**config.mk**
```make
export PLATFORM = sky130hd
export DESIGN_NAME = blkc_ram
export DESIGN_NICKNAME = d
export VERILOG_FILES = /design/src/sv/blkc_ram.sv
export SDC_FILE = /design/constraint.sdc
export NUM_CORES = 1
export LEC_CHECK = 0
export BUFFER_PORTS_ARGS = -buffer_cell sky130_fd_sc_hd__buf_2
export CORE_ASPECT_RATIO = 1.75
export CORE_UTILIZATION = 45
export DETAILED_ROUTE_END_ITERATION = 8
export GPL_TIMING_DRIVEN = 0
export HOLD_SLACK_MARGIN = 0.15
export PLACE_DENSITY = 0.66
export SLEW_MARGIN = 20
export SYNTH_ARGS = -nofsm -noshare
export SYNTH_HDL_FRONTEND = slang
export SYNTH_SLANG_ARGS = --single-unit
```
**constraint.sdc**
```tcl
create_clock -name aclk -period 2.49 [get_ports aclk]
set_clock_uncertainty 0.1 [all_clocks]
set_input_delay 0 -clock aclk [delete_from_list [all_inputs] [get_ports aclk]]
set_output_delay 0 -clock aclk [all_outputs]
set_load 0.02 [all_outputs]
```
**src/sv/blkc_ram.sv**
```systemverilog
`timescale 1ns / 1ps
// Generic simple dual-port RAM: one write port, one registered read port.
// No dependencies.
module blkc_ram #(
    parameter int WIDTH = 8,
    parameter int DEPTH = 16
) (
    input  logic                     aclk,
    input  logic                     we,
    input  logic [$clog2(DEPTH)-1:0] waddr,
    input  logic [WIDTH-1:0]         wdata,
    input  logic [$clog2(DEPTH)-1:0] raddr,
    output logic [WIDTH-1:0]         rdata
);

    logic [WIDTH-1:0] mem [DEPTH];
    logic [WIDTH-1:0] rdata_reg;

    always_ff @(posedge aclk) begin
        if (we) begin
            mem[waddr] <= wdata;
        end
        rdata_reg <= mem[raddr];
    end

    assign rdata = rdata_reg;

endmodule

```
After elaboration in Yosys (flattened, before gate mapping)
Memory sizes are Yosys's and may differ from the RTL's. A register that Yosys moved wholly into a read port is not among the register bits.
Index checks and enable logic that the tools add are counted.
- mux-type cells: 2
- operators by type and width (kind ; number):
    1-bit 2-to-1 mux ; 2
- RAM bits: 128
- word-level logic and storage cells: 3
- output and inout port bits: 8
- memories: 1
- bits in registers: 0
- memories (memory ; words ; bits a word ; rd ports ; clocked after memory_dff ; write ports ; line ; source):
    mem ; 16 ; 8 ; 1 ; 1 ; 1 ; 16 ; logic [WIDTH-1:0] mem [DEPTH];

Logic depth before layout (Yosys ltp)
- depth in word-level cells: 2
- depth in mapped cells: 5
- depth with buffers taken out: 3

Worst setup path before layout
Ideal clock, no wire load.
- path kind: input-to-reg
- start point: in waddr[2]
- end point: mem mem[0][0], enable pin
- setup time: 383 ps
- path slack: 897 ps
- buffers on the path: 0
- stages: 2
- data required time: 2007 ps
- data arrival time: 1110 ps
- path through: or3b_2 > nor3_1
- RTL lines (item ; line ; source):
    from (decl) ; 10 ; input logic [$clog2(DEPTH)-1:0] waddr,
    to (decl) ; 16 ;
Straight into the memory's write port.

Worst setup path in the final report
- start point: in waddr[2]
- end point: mem mem[0][7], enable pin
Straight into the memory's write port.

==> metrics.txt <==
Slew Viols, Final 0; Mapped Cells 229; syn avg cell area 22.48 um^2; critical path endpoint category flop; Final setup viols 0; initial antenna violation count 0; diode count 0; first-pass GRT wire length 14.45 mm; EDFF count, synth 128; Hold Crit Class in -> reg; Worst Hold Path Cells 2; Overall Global Routing Usage 17.81%; CP Data Arrival Time 2.14 ns; Unique masters post-synth 19; R2R setup slack 0.50 ns; # resized after CTS 0; Placement Cell Area 5453 um^2; setup TNS 0 ns; fin crit period 2.174 ns; Worst Path Required 2.46 ns; via count 2,428; Rows 51; final wirelength 9.641 mm; buffer count from post-CTS setup fixing 0; largest area contributor in the netlist edfxtp_1; critical path class in -> reg; via/cell ratio 5.556; clock latency on the worst-skew pair 0.41 ns; Final HPWL DP 6.318 mm; clk sinks 136; Initial Util 46.36%; Nets 310; CTS hold repair buffers 20; synthesized net count 247; worst-path maximum fanout 8; routability cong. 0.8583; Fmax 460.0 MHz; Pre-antenna DRT Iters 5; core area 11,100 um^2; Main synth FF type edfxtp_1; Synth top cells by count edfxtp_1 (128), mux4_2 (18), a22oi_1 (16); die height 143.5 um; CTS tree built; Final Hold Viols 0; htree depth 4; CP startpoint kind primary input; Yosys reg bits 136; synth top area cells edfxtp_1 (75%), mux4_2 (7.9%), mux4_1 (7.1%), dfxtp_1 (3.1%), a22oi_1 (2.3%); Reg clk slew, reported paths 0.05 ns; maximum number of pins on one net before global-route repair 17; clk buf depth 2; fin crit share 87.31%; ys async rst share 0%; GRT Residual Overflow 0; Yosys warning count 0; vias in the first global route 2,532; outcome finished, final reports clean; input/output buffers 24; Maximum Capacitance Violations 0; Die ar. 11,890 um^2; Synth-to-Final Area Change 21.39%; post-layout instance area 6248 um^2; Root Driver clkbuf_16; Die Wd 82.85 um; slew margin rel. 43.59%; count leader, synth edfxtp_1; 1st-iter DRT viols 153; DRC 0; TritonCTS Buffers 17; sequential fraction of the synthesis area 77.78%; mapped cell area 5147 um^2; Worst R2R Path Depth 4; RSZ-0062 raised after global routing no; Post-DRT Antenna Nets 0; layout cells sized above 1 26.89%; Ports 26; Pwr Density 861.7 nW/um^2; leakage power 2.122 nW; top cell type's share of synthesized area 74.67%; worst vdd ir 0.5480 mV; max FFs per register 128; Worst Tran Pin Value 0.8431 ns; mean routed wirelength per cell 22.06 um
## critical path: stages
cell and delay [ns]:
dlygate4sd3_1 0.53, buf_2 0.14, or3b_2 0.52, nor3_2 0.13, dlygate4sd3_1 0.82
## final cells by class
| type | instances | area [um^2] |
|---|---|---|
| repair buffers | 44 | 320.3 |
| fillers | 868 | 4855 |
| flip-flops and latches | 136 | 4004 |
| plain buffers | 10 | 86.33 |
| clock buffers | 22 | 444.2 |
| clock inverters | 10 | 151.4 |
| multi-input cells | 83 | 1077 |
| well taps | 132 | 165.2 |
## report_power, final
group	leakage [nW]	switching, mW	internal (mW)
registers	1.22	0.0113	2.56
logic	0.607	0.162	0.122
clock network	0.291	0.866	1.66
## cell families after synthesis
kind of cell / count (synthesis) / share of synthesized area, %
flip-flops: 136 / 77.78
AND/OR/NAND/NOR: 35 / 3.184
multiplexers: 32 / 15.02
AO/OA/AOI/OAI: 16 / 2.334
buffers and inverters: 10 / 1.677
## per-stage QoR
stage	worst slack (ns)	hold slack [ns]	power, mW	utilization (%)	std cells
global route	0.2350	0.4451	5.540	56.28	437
detailed placement	0.6750	0.3159	2.885	49.11	385
CTS	0.3068	0.4326	5.417	56.28	437
global placement	0.3204	0.3004	2.873	48.93	385
floorplan	0.8971	-0.001131	2.767	-	229
finish	0.3161	0.4343	5.385	56.28	437
## placed cells by master (no fill, tap or decap)
cell / count
dfxtp_1: 8
nand2_1: 9
nor2_1: 13
buf_2: 27
a22oi_1: 16
clkinv_2: 3
mux4_2: 18
or3b_2: 1
clkinv_1: 2
edfxtp_1: 128
buf_6: 3
clkinv_4: 1
mux4_1: 14
bufinv_16: 4
nand3_1: 1
buf_4: 1
clkdlybuf4s25_2: 3
nor3_2: 4
and2b_1: 1
dlygate4sd3_1: 20
nor2b_1: 1
and2_1: 1
clkbuf_1: 5
nand2b_1: 2
clkbuf_16: 17
nand3b_1: 2
## per-layer routing
metal | GRT usage (%) | share of wire, %
met1 | 19.62 | 38
met2 | 31.06 | 54
met3 | 5.112 | 4.5
met4 | 9.619 | 2.7
met5 | 0 | 0
## final timing paths
kind,startpoint,endpoint
min reg2reg,mem[14][0],rdata[0]
max reg2reg,mem[2][7],rdata[7]
max,waddr[2],mem[0][7]
min,wdata[6],mem[4][6]
Note: power is estimated with default switching activity, not from simulation.
