[src/sv/blkc_pkg.sv]
`timescale 1ns / 1ps
// Shared types and constants of the block chain allocator.
// No dependencies; imported by blkc_div, block_chain_allocator and the testbench.
package blkc_pkg;

    localparam int NUM_BLOCKS = 512;
    localparam int BLK_W      = $clog2(NUM_BLOCKS);
    localparam int ENTRY_W    = BLK_W + 1;          // {used, link}
    localparam int EPOCH_W    = 8;

    localparam int OPCODE_W = 2;
    localparam int BYTES_W  = 25;
    localparam int START_W  = 9;
    localparam int BB_W     = 16;
    localparam int STATUS_W = 2;
    localparam int FIELD_W  = 9;
    localparam int COUNT_W  = 10;

    localparam int S_TDATA_W = 40;
    localparam int M_TDATA_W = 32;

    localparam int DIV_STEPS = BYTES_W;
    localparam int DIV_CNT_W = $clog2(DIV_STEPS + 1);

    localparam logic [OPCODE_W-1:0] OP_ALLOC  = 2'd0;
    localparam logic [OPCODE_W-1:0] OP_FREE   = 2'd1;
    localparam logic [OPCODE_W-1:0] OP_LOOKUP = 2'd2;

    localparam logic [STATUS_W-1:0] ST_OK        = 2'd0;
    localparam logic [STATUS_W-1:0] ST_NO_SPACE  = 2'd1;
    localparam logic [STATUS_W-1:0] ST_BAD_START = 2'd2;
    localparam logic [STATUS_W-1:0] ST_LOOP      = 2'd3;

    localparam logic [BB_W-1:0] BLOCK_BYTES_RESET = 16'd1024;

    typedef logic [BLK_W-1:0] blk_t;

    typedef struct packed {
        logic               start;
        logic [BYTES_W-1:0] dividend;
        logic [BB_W-1:0]    divisor;
    } div_req_t;

    typedef struct packed {
        logic               busy;
        logic               done;
        logic [BYTES_W-1:0] quotient;
        logic               rem_nz;
    } div_rsp_t;

    typedef struct packed {
        logic [STATUS_W-1:0] status;
        logic [FIELD_W-1:0]  first_block;
        logic [COUNT_W-1:0]  block_count;
        logic [FIELD_W-1:0]  link_value;
        logic                block_used;
    } result_t;

endpackage

[src/sv/blkc_div.sv]
`timescale 1ns / 1ps
// Iterative restoring divider, one quotient bit per cycle.
// Depends on blkc_pkg.
module blkc_div
    import blkc_pkg::*;
(
    input  logic     aclk,
    input  logic     aresetn,
    input  div_req_t req,
    output div_rsp_t rsp
);

    logic                 busy_reg, busy_next;
    logic                 done_reg, done_next;
    logic [DIV_CNT_W-1:0] cnt_reg, cnt_next;
    logic [BYTES_W-1:0]   quo_reg, quo_next;
    logic [BB_W-1:0]      rem_reg, rem_next;
    logic [BB_W-1:0]      dvs_reg, dvs_next;

    logic [BB_W:0] rem_sh;
    logic [BB_W:0] rem_sub;
    logic          ge;

    always_comb begin
        rem_sh  = {rem_reg, quo_reg[BYTES_W-1]};
        ge      = rem_sh >= {1'b0, dvs_reg};
        rem_sub = rem_sh - {1'b0, dvs_reg};

        busy_next = busy_reg;
        done_next = 1'b0;
        cnt_next  = cnt_reg;
        quo_next  = quo_reg;
        rem_next  = rem_reg;
        dvs_next  = dvs_reg;

        if (req.start) begin
            busy_next = 1'b1;
            cnt_next  = '0;
            quo_next  = req.dividend;
            rem_next  = '0;
            dvs_next  = req.divisor;
        end else if (busy_reg) begin
            quo_next = {quo_reg[BYTES_W-2:0], ge};
            rem_next = ge ? rem_sub[BB_W-1:0] : rem_sh[BB_W-1:0];
            cnt_next = cnt_reg + 1'b1;
            if (cnt_reg == DIV_CNT_W'(DIV_STEPS - 1)) begin
                busy_next = 1'b0;
                done_next = 1'b1;
            end
        end
    end

    always_ff @(posedge aclk) begin
        if (!aresetn) begin
            busy_reg <= 1'b0;
            done_reg <= 1'b0;
            cnt_reg  <= '0;
        end else begin
            busy_reg <= busy_next;
            done_reg <= done_next;
            cnt_reg  <= cnt_next;
        end
    end

    always_ff @(posedge aclk) begin
        quo_reg <= quo_next;
        rem_reg <= rem_next;
        dvs_reg <= dvs_next;
    end

    assign rsp.busy     = busy_reg;
    assign rsp.done     = done_reg;
    assign rsp.quotient = quo_reg;
    assign rsp.rem_nz   = rem_reg != '0;

endmodule

[config.mk]
export PLATFORM = sky130hd
export DESIGN_NAME = blkc_div
export DESIGN_NICKNAME = d
export VERILOG_FILES = /design/src/sv/blkc_pkg.sv /design/src/sv/blkc_div.sv
export SDC_FILE = /design/constraint.sdc
export NUM_CORES = 1
export LEC_CHECK = 0
export ABC_AREA = 0
export BUFFER_PORTS_ARGS = -buffer_cell sky130_fd_sc_hd__buf_2
export CAP_MARGIN = 20
export CORE_MARGIN = 3
export CORE_UTILIZATION = 45
export CTS_CLUSTER_SIZE = 25
export DETAILED_ROUTE_END_ITERATION = 16
export GPL_TIMING_DRIVEN = 0
export PLACE_DENSITY = 0.68
export SETUP_SLACK_MARGIN = 0.2
export SYNTH_ARGS = -nofsm -noshare
export SYNTH_HDL_FRONTEND = slang
export SYNTH_SLANG_ARGS = --single-unit
[constraint.sdc]
create_clock -name aclk -period 4.2 [get_ports aclk]
set_input_delay 0.42 -clock aclk [delete_from_list [all_inputs] [get_ports aclk]]
set_output_delay 0.42 -clock aclk [all_outputs]
set_load 0.02 [all_outputs]
=== Yosys cells after proc, flatten, opt, wreduce, memory -nomap -nowiden ===
Index checks and enable logic that the tools add are counted.

* Add/subtract/negate cells: 2
* Multipliers: 0
* Div/mod/pow operators: 0
* $lt $le $gt $ge: 1
* Equality and inequality tests: 1
* Shifts and indexed selects: 0
* Muxes and demuxes: 7
* Bitwise operators: 2
* Reduce and logical (&&, ||, !) cells: 4

{| class="wikitable"
|+ Operator list
! kind !! number
|-
| 2-to-1 mux 25 bit || 2
|-
| >= comparator 17 x 16 -> 1 bit || 1
|-
| 2-to-1 mux 16 bit || 1
|-
| nonzero test 16 bit || 1
|-
| subtractor 16 bit || 1
|-
| adder 5 x 1 -> 5 bit (second input constant) || 1
|-
| == test 5 bit (second input constant) || 1
|-
| 2-to-1 mux 1 bit || 4
|-
| OR reduction 3 bit || 1
|-
| inverter 1 bit || 2
|-
| nonzero test 2 bit || 1
|-
| OR reduction 2 bit || 1
|}

* Flip-flop bits (word level): 64
* Latch bits: 0
* Memory bits (writable): 0
* Memory bits (read-only): 0
* Output and inout port bits: 28
* Word-level logic and storage cells: 23
* Memories kept: 0

=== Depth between registers and ports, before layout ===
Gate-level depths: netlist of run 1.

* Depth after elaboration: 4
* Depth in mapped cells: 11
* Mapped depth without buffers: 10

=== Worst setup path before layout of run 1 ===
No wires, ideal clock.

* Kind: flip-flop to flip-flop
* Start point: reg quo_reg[24]
* End point: reg rem_reg[12]
* Library setup time: 0.086 ns
* Arrival time: 2.307 ns
* Data required time: 4.114 ns
* Path slack: 1.808 ns
* Stages on the path, launching flop included: 11
* Buffers on the path: 0
* Clock period less this slack: 2.392 ns
* Path through: edfxtp_1 > inv_1 > ha_1 > fa_1 > nand2b_1 > a21oi_1 > or3b_1 > nand3_1 > xor2_1 > mux2i_1 > a211oi_1

* Word-level cells in the longest chain between the ends: 2
* Elaborated cells between the ends (all ways): 3
* Those cells by class: add/sub: 1; order compare: 1; mux: 1

{| class="wikitable"
|+ RTL lines
! element !! RTL line !! RTL
|-
| start: declaration || blkc_div.sv:16 || <nowiki>logic [BYTES_W-1:0] quo_reg, quo_next;</nowiki>
|-
| start signal: assignment || blkc_div.sv:66 || <nowiki>quo_reg <= quo_next;</nowiki>
|-
| subtractor 16 bit or >= comparator 17 x 16 -> 1 bit (tied branches) || blkc_div.sv:27, blkc_div.sv:26 ||
|-
| 2-to-1 mux 16 bit (*) || blkc_div.sv:44 || <nowiki>rem_next = ge ? rem_sub[BB_W-1:0] : rem_sh[BB_W-1:0];</nowiki>
|-
| end signal: assignment || blkc_div.sv:67 || <nowiki>rem_reg <= rem_next;</nowiki>
|-
| end: declaration || blkc_div.sv:17 || <nowiki>logic [BB_W-1:0] rem_reg, rem_next;</nowiki>
|}

Every way passes the cells marked *; elsewhere a longest branch is shown, timed or not.
A chain may end at the register's enable or synchronous reset.

=== Worst setup path after layout of run 1 ===
* Start point: reg rem_reg[8]
* End point: reg quo_reg[0] (data pin)

* Word-level cells in the longest chain between the ends: 3

{| class="wikitable"
|+ RTL lines
! element !! RTL line !! RTL
|-
| >= comparator 17 x 16 -> 1 bit || blkc_div.sv:26 || <nowiki>ge = rem_sh >= {1'b0, dvs_reg};</nowiki>
|-
| 2-to-1 mux 25 bit || blkc_div.sv:42 || <nowiki>end else if (busy_reg) begin</nowiki>
|-
| 2-to-1 mux 25 bit || blkc_div.sv:36 || <nowiki>if (req.start) begin</nowiki>
|-
| via quo_next[0] || blkc_div.sv:16 ||
|}

The timed path passes the listed nets, and every way through them passes these cells. The select of a mux whose other input is x is not followed.

==> results of run 1 <==
## routing by layer
layer	track usage (%)	share of wire, %	vias up
li1	-	-	1295
met1	24.7	46	1259
met2	27.5	46	82
met3	5.66	6.0	13
met4	7.09	1.6	0
met5	0	0	-
## final timing paths
| check | startpoint | endpoint | slack, ns | cells past startpoint |
|---|---|---|---|---|
| min | req[6] | dvs_reg[6] | 0.25 | 1 |
| max reg2reg | rem_reg[8] | quo_reg[0] | 1.53 | 9 |
| min reg2reg | rem_reg[15] | rem_reg[15] | 0.50 | 2 |
| max | rem_reg[8] | quo_reg[0] | 1.53 | 9 |
## report_power, final
part           internal [mW]  switching (mW)
combinational          0.174           0.225
clock                  0.271           0.238
sequential             0.731          0.0341
total                   1.18           0.498
## layout make-up
cell class,instances,area [µm²]
clock buffers,10,128
plain buffers,14,121
repair buffers,71,355
clock inverters,6,58.8
fillers,656,3250
inverters,24,90.1
flip-flops and latches,64,1690
well taps,99,124
multi-input cells,207,1630
## logic make-up (layout without fill, tap and decap cells)
logic type | after synthesis | in the layout | share of synthesized area (%)
compound gates | 55 | 55 | 11.6
xor+xnor | 16 | 16 | 3.97
fa+ha+maj | 19 | 19 | 6.95
buf+inv | 38 | 125 | 5.99
flops | 64 | 64 | 47.9
mux | 40 | 40 | 12.2
simple gates | 77 | 77 | 11.3
## cell usage in the layout, fill, tap and decap left out, types with 3 or more instances in the layout
cell      synthesis  final
edfxtp_1         41     41
nand4_1           4      4
nand2_1          15     15
buf_1             3      3
and2_1            3      3
clkbuf_8          3     12
nor4_1            5      5
nand2b_1          4      4
xnor2_1           7      7
xor2_1            9      9
buf_6             3      3
mux2_2           25     25
a21oi_1          12     12
buf_2             0     71
nand3_1           4      4
o21ai_0           6      6
mux2i_1          15     15
a211oi_1         10     10
dfxtp_1          23     23
nor3_1            3      3
ha_1             18     18
inv_1            24     24
nor2_1           27     27
## synthesized netlist by cell type, types with 5 or more instances
master,count,area share (%)
edfxtp_1,41,35
nor2_1,27,2.9
mux2_2,25,8.0
inv_1,24,2.6
dfxtp_1,23,13
ha_1,18,6.4
mux2i_1,15,4.3
nand2_1,15,1.6
a21oi_1,12,1.7
a211oi_1,10,2.1
xor2_1,9,2.2
xnor2_1,7,1.7
o21ai_0,6,0.85
nor4_1,5,0.89
==> flow_summary.toml, run 1 <==
[drt]
wl_per_cell_um = 15.9
drc = 0
drtPass1Iterations = 4
ant_nets = 0
drtIter0Drc = 149
drt-total-wl_um = 7850
vias = 2649
vias_per_cell = 5.35

[synthesis]
synth-async-reset-ratio_pct = 0
syn_area_um2 = 3530
synthCells = 309
synth-main-ff-cell = "edfxtp_1"
syn_nets = 372
netlist-cell-type-count = 56
syn_area_per_cell_um2 = 11.4
synth_warnings = 0
ys_seq_area_share_pct = 47.9
ys_seq_elements = 64
synth_edf_count = 41

[critical_path]
crit_fanout = 10
crit_chain = "ha_1 -> buf_6 -> and2_1 -> a221oi_2 -> a21oi_1 -> a211o_1 -> a21bo_4 -> buf_6 -> mux2_2"
crit_family = "compound AO/OA/AOI/OAI gates"
critPathMaxStageDelay_ns = 0.44
startpoint_type = "register"
arrival_ns = 2.76
crit_path_end_kind = "register"
cpMostUsedCell = "buf_6"
required_ns = 4.29
cp_slowest_cell = "dfxtp_1"
path_buf_inv = 2
critical_path_class = "reg2reg"

[sta]
worstMarginPinSlew_ns = 0.977
setup_viol = 0
fin_ws_ns = 1.53
relSlewSlack_pct = 34.8
hold_viol = 0
final.min_clock_period_ns = 2.67
rsz0062_at_grt = "no"
fmax_mhz = 375
hold_ws_ns = 0.253
finalMaxSlewViolations = 0
fin_crit_sh_pct = 63.5
setup_tns_ns = 0
fin_worst_skew_ns = 0.00575

[layout]
final_util_pct = 56.4
drive_above_1_share_pct = 33.1
diodes = 0
final_cells = 495
syn_to_final_growth_pct = 18.9
fin_area_um2 = 4200
largest_reg_flops = 25
nets = 454

[placed_design]
dpl.cell_count = 479
place_ws_ns = 1.55
dpl.hpwl_um = 5740
io_buffers = 71
place_congestion = 0.884
placed_area_um2 = 4010

[clocking]
clockBufferDepth = 2
clkSinkCount = 64
postCtsSetupRepairBufs = 0
clkLatencyLatePin_ns = 0.34
cts_made_buffers = 9
clk_pin_slew_ns = 0.07
clock-root-buffer = "clkbuf_8"
postCtsHoldBufs = 0
tritoncts = "yes"
cts_resized = 0
htreeDepth = 3

[global_routing]
antenna_found_initial = 0
grt_pass1_vias = 2617
grt_pass1_wl_um = 12600
grt-ovfl-total = 0
grt_max_degree = 26
grt_usage_pct = 18.3

[power_and_ir_drop]
ir_worst_vdd_uv = 202
p_total_mw = 1.67
leakagePower_nw = 1.77
powerDensity_nw_per_um2 = 399

[floorplan]
initial_core_util_pct = 47.4
core-area_um2 = 7450
pin_count = 72
dieArea_um2 = 8950
rows = 31
die_x_um = 94.6
fp.dieH_um = 94.6

[run]
maxCapViolCount = 0

[hold_path]
hp-class = "in2reg"

[run_status]
outcome = "finished, final reports clean"
(Power assumes the default switching activity.)
==> run 2, diff against run 1 <==
==> constraint.sdc (replaced) <==
create_clock -name aclk -period 2.6 [get_ports aclk]
set_input_delay 0.26 -clock aclk [delete_from_list [all_inputs] [get_ports aclk]]
set_output_delay 0.26 -clock aclk [all_outputs]
set_load 0.02 [all_outputs]
==> run 2 against run 1 <==
Sequential power rose by 62%. Register-to-register slack got worse by 1.4 ns. Worst hold slack got worse by 0.16 ns. Via count rose by 3.6%. Total power rose by 70%. Sequential cell count did not move. Die area did not move. Critical endpoint unchanged. Largest power group unchanged.
==> flow_summary.toml, run 2 (synthesis gave the netlist of run 1 again) <==
[placed_design]
io_buffers = 71
place_congestion = 0.884
dpl.hpwl_um = 5740
place_ws_ns = -0.0528

[floorplan]
pin_count = 72
fp.dieH_um = 94.6
core-area_um2 = 7450
dieArea_um2 = 8950
initial_core_util_pct = 47.4
rows = 31
die_x_um = 94.6

[layout]
drive_above_1_share_pct = 42.2
syn_to_final_growth_pct = 28.0
nets = 466
diodes = 0
largest_reg_flops = 25
layout_common_cells = "71 x buf_2, 41 x edfxtp_1, 27 x nor2_1"
layout_commonest_cell = "buf_2"

[clocking]
tritoncts = "yes"
postCtsHoldBufs = 0
clkSinkCount = 64
cts_made_buffers = 9
clockBufferDepth = 2
htreeDepth = 3
clk_pin_slew_ns = 0.07
clock-root-buffer = "clkbuf_8"
clkLatencyLatePin_ns = 0.34

[sta]
relSlewSlack_pct = 35.1
hold_ws_ns = 0.0891
final.min_clock_period_ns = 2.48
hold_viol = 0
worstMarginPinSlew_ns = 0.972
fmax_mhz = 404
fin_worst_skew_ns = 0.00896
fin_crit_sh_pct = 95.2
setup_viol = 0
fin_ws_ns = 0.125
finalMaxSlewViolations = 0
rsz0062_at_grt = "yes"

[critical_path]
arrival_ns = 2.57
critical_path_class = "reg2reg"
startpoint_type = "register"
required_ns = 2.70
crit_path_end_kind = "register"
crit_fanout = 6

[drt]
vias_per_cell = 5.41
drtIter0Drc = 147
drc = 0
vias = 2744
drt-total-wl_um = 8480
drtPass1Iterations = 4
ant_nets = 0
wl_per_cell_um = 16.7

[global_routing]
grt_max_degree = 26
antenna_found_initial = 0
grt_pass1_wl_um = 13200
grt_pass1_vias = 2737
grt-ovfl-total = 0
grt_usage_pct = 19.5

[power_and_ir_drop]
seqPwrFrac_pct = 43.5
switching_share_pct = 30.1
p_clk_share_pct = 29.0
comb_power_share_pct = 27.5
power.switching_uw = 859
powerDensity_nw_per_um2 = 631
internal-power_mw = 1.99
ir_worst_vdd_uv = 326
leakagePower_nw = 1.88

[run_status]
outcome = "finished, final reports clean"

[run]
maxCapViolCount = 0

[hold_path]
hp-class = "in2reg"
[run 2: cell count changes in the layout (fill, tap and decap cells not counted), moves of 2 or more]
| cell | delta |
|---|---|
| buf_4 | +10 |
| ha_1 | -7 |
| ha_4 | +7 |
| dfxtp_1 | -5 |
| dfxtp_2 | +4 |
| a21oi_1 | -2 |
| inv_1 | -2 |
| inv_2 | +2 |
| o21ai_0 | -2 |
| o21ai_1 | +2 |
[run 2: critical path, stage by stage (launching register included)]
cell      delay (ns)
edfxtp_1        0.39
inv_2           0.08
ha_4            0.21
a21o_1          0.20
a221oi_4        0.30
a21oi_1         0.10
a211o_1         0.28
a21bo_4         0.27
buf_8           0.14
mux2_2          0.26
[run 2: cell type report]
| cell class | count | area (µm²) |
|---|---|---|
| flip-flops and latches | 64 | 1700 |
| plain buffers | 14 | 134 |
| clock buffers | 10 | 128 |
| multi-input cells | 207 | 1810 |
| clock inverters | 6 | 58.8 |
| repair buffers | 83 | 474 |
| fillers | 625 | 2930 |
| well taps | 99 | 124 |
| inverters | 24 | 90.1 |
[run 2: per-layer routing]
layer	wire length [µm]	up-vias	global-route usage, %	part of all wire, %
li1	-	1322	-	-
met2	3930	82	29.7	46
met5	0	-	0	0
met1	3840	1320	25.6	45
met4	219	0	8.89	2.6
met3	485	20	5.58	5.7
[run 2: final timing paths]
kind	start	to	slack (ns)	cells past startpoint
worst max-delay path	dvs_reg[8]	quo_reg[0]	0.12	9
worst min register to register	rem_reg[15]	rem_reg[15]	0.52	2
worst max register to register	dvs_reg[8]	quo_reg[0]	0.12	9
worst min-delay path	req[13]	dvs_reg[13]	0.09	1
[run 2: timing repair]
item | 4_1_cts | 5_1_grt
cloned | 1 | 0
resized for setup | 21 | 22
endpoints found under the setup margin | 17 | 17
setup buffers | 8 | 3
pin swaps | 14 | 13
[run 2: stage by stage]
step / total power, mW / instance area [µm²] / std cells / setup TNS (ns) / utilization (%)
after floorplan: 1.71 / 3530 / 309 / 0 / -
after global placement: 1.88 / 4010 / 479 / 0 / 53.8
after detailed placement: 1.90 / 4010 / 479 / -0.110 / 53.8
after CTS: 2.82 / 4400 / 504 / 0 / 59.1
after global routing: 2.99 / 4520 / 507 / 0 / 60.7
final: 2.85 / 4520 / 507 / 0 / 60.7
[run 2: power groups by stage]
stage	Sequential [mW]	Combinational, mW	Clock [mW]
2_1_floorplan	1.30	0.417	0
3_3_place_gp	1.25	0.627	0
3_5_place_dp	1.26	0.644	0
4_1_cts	1.24	0.732	0.847
5_1_grt	1.25	0.849	0.892
6_report	1.24	0.784	0.827
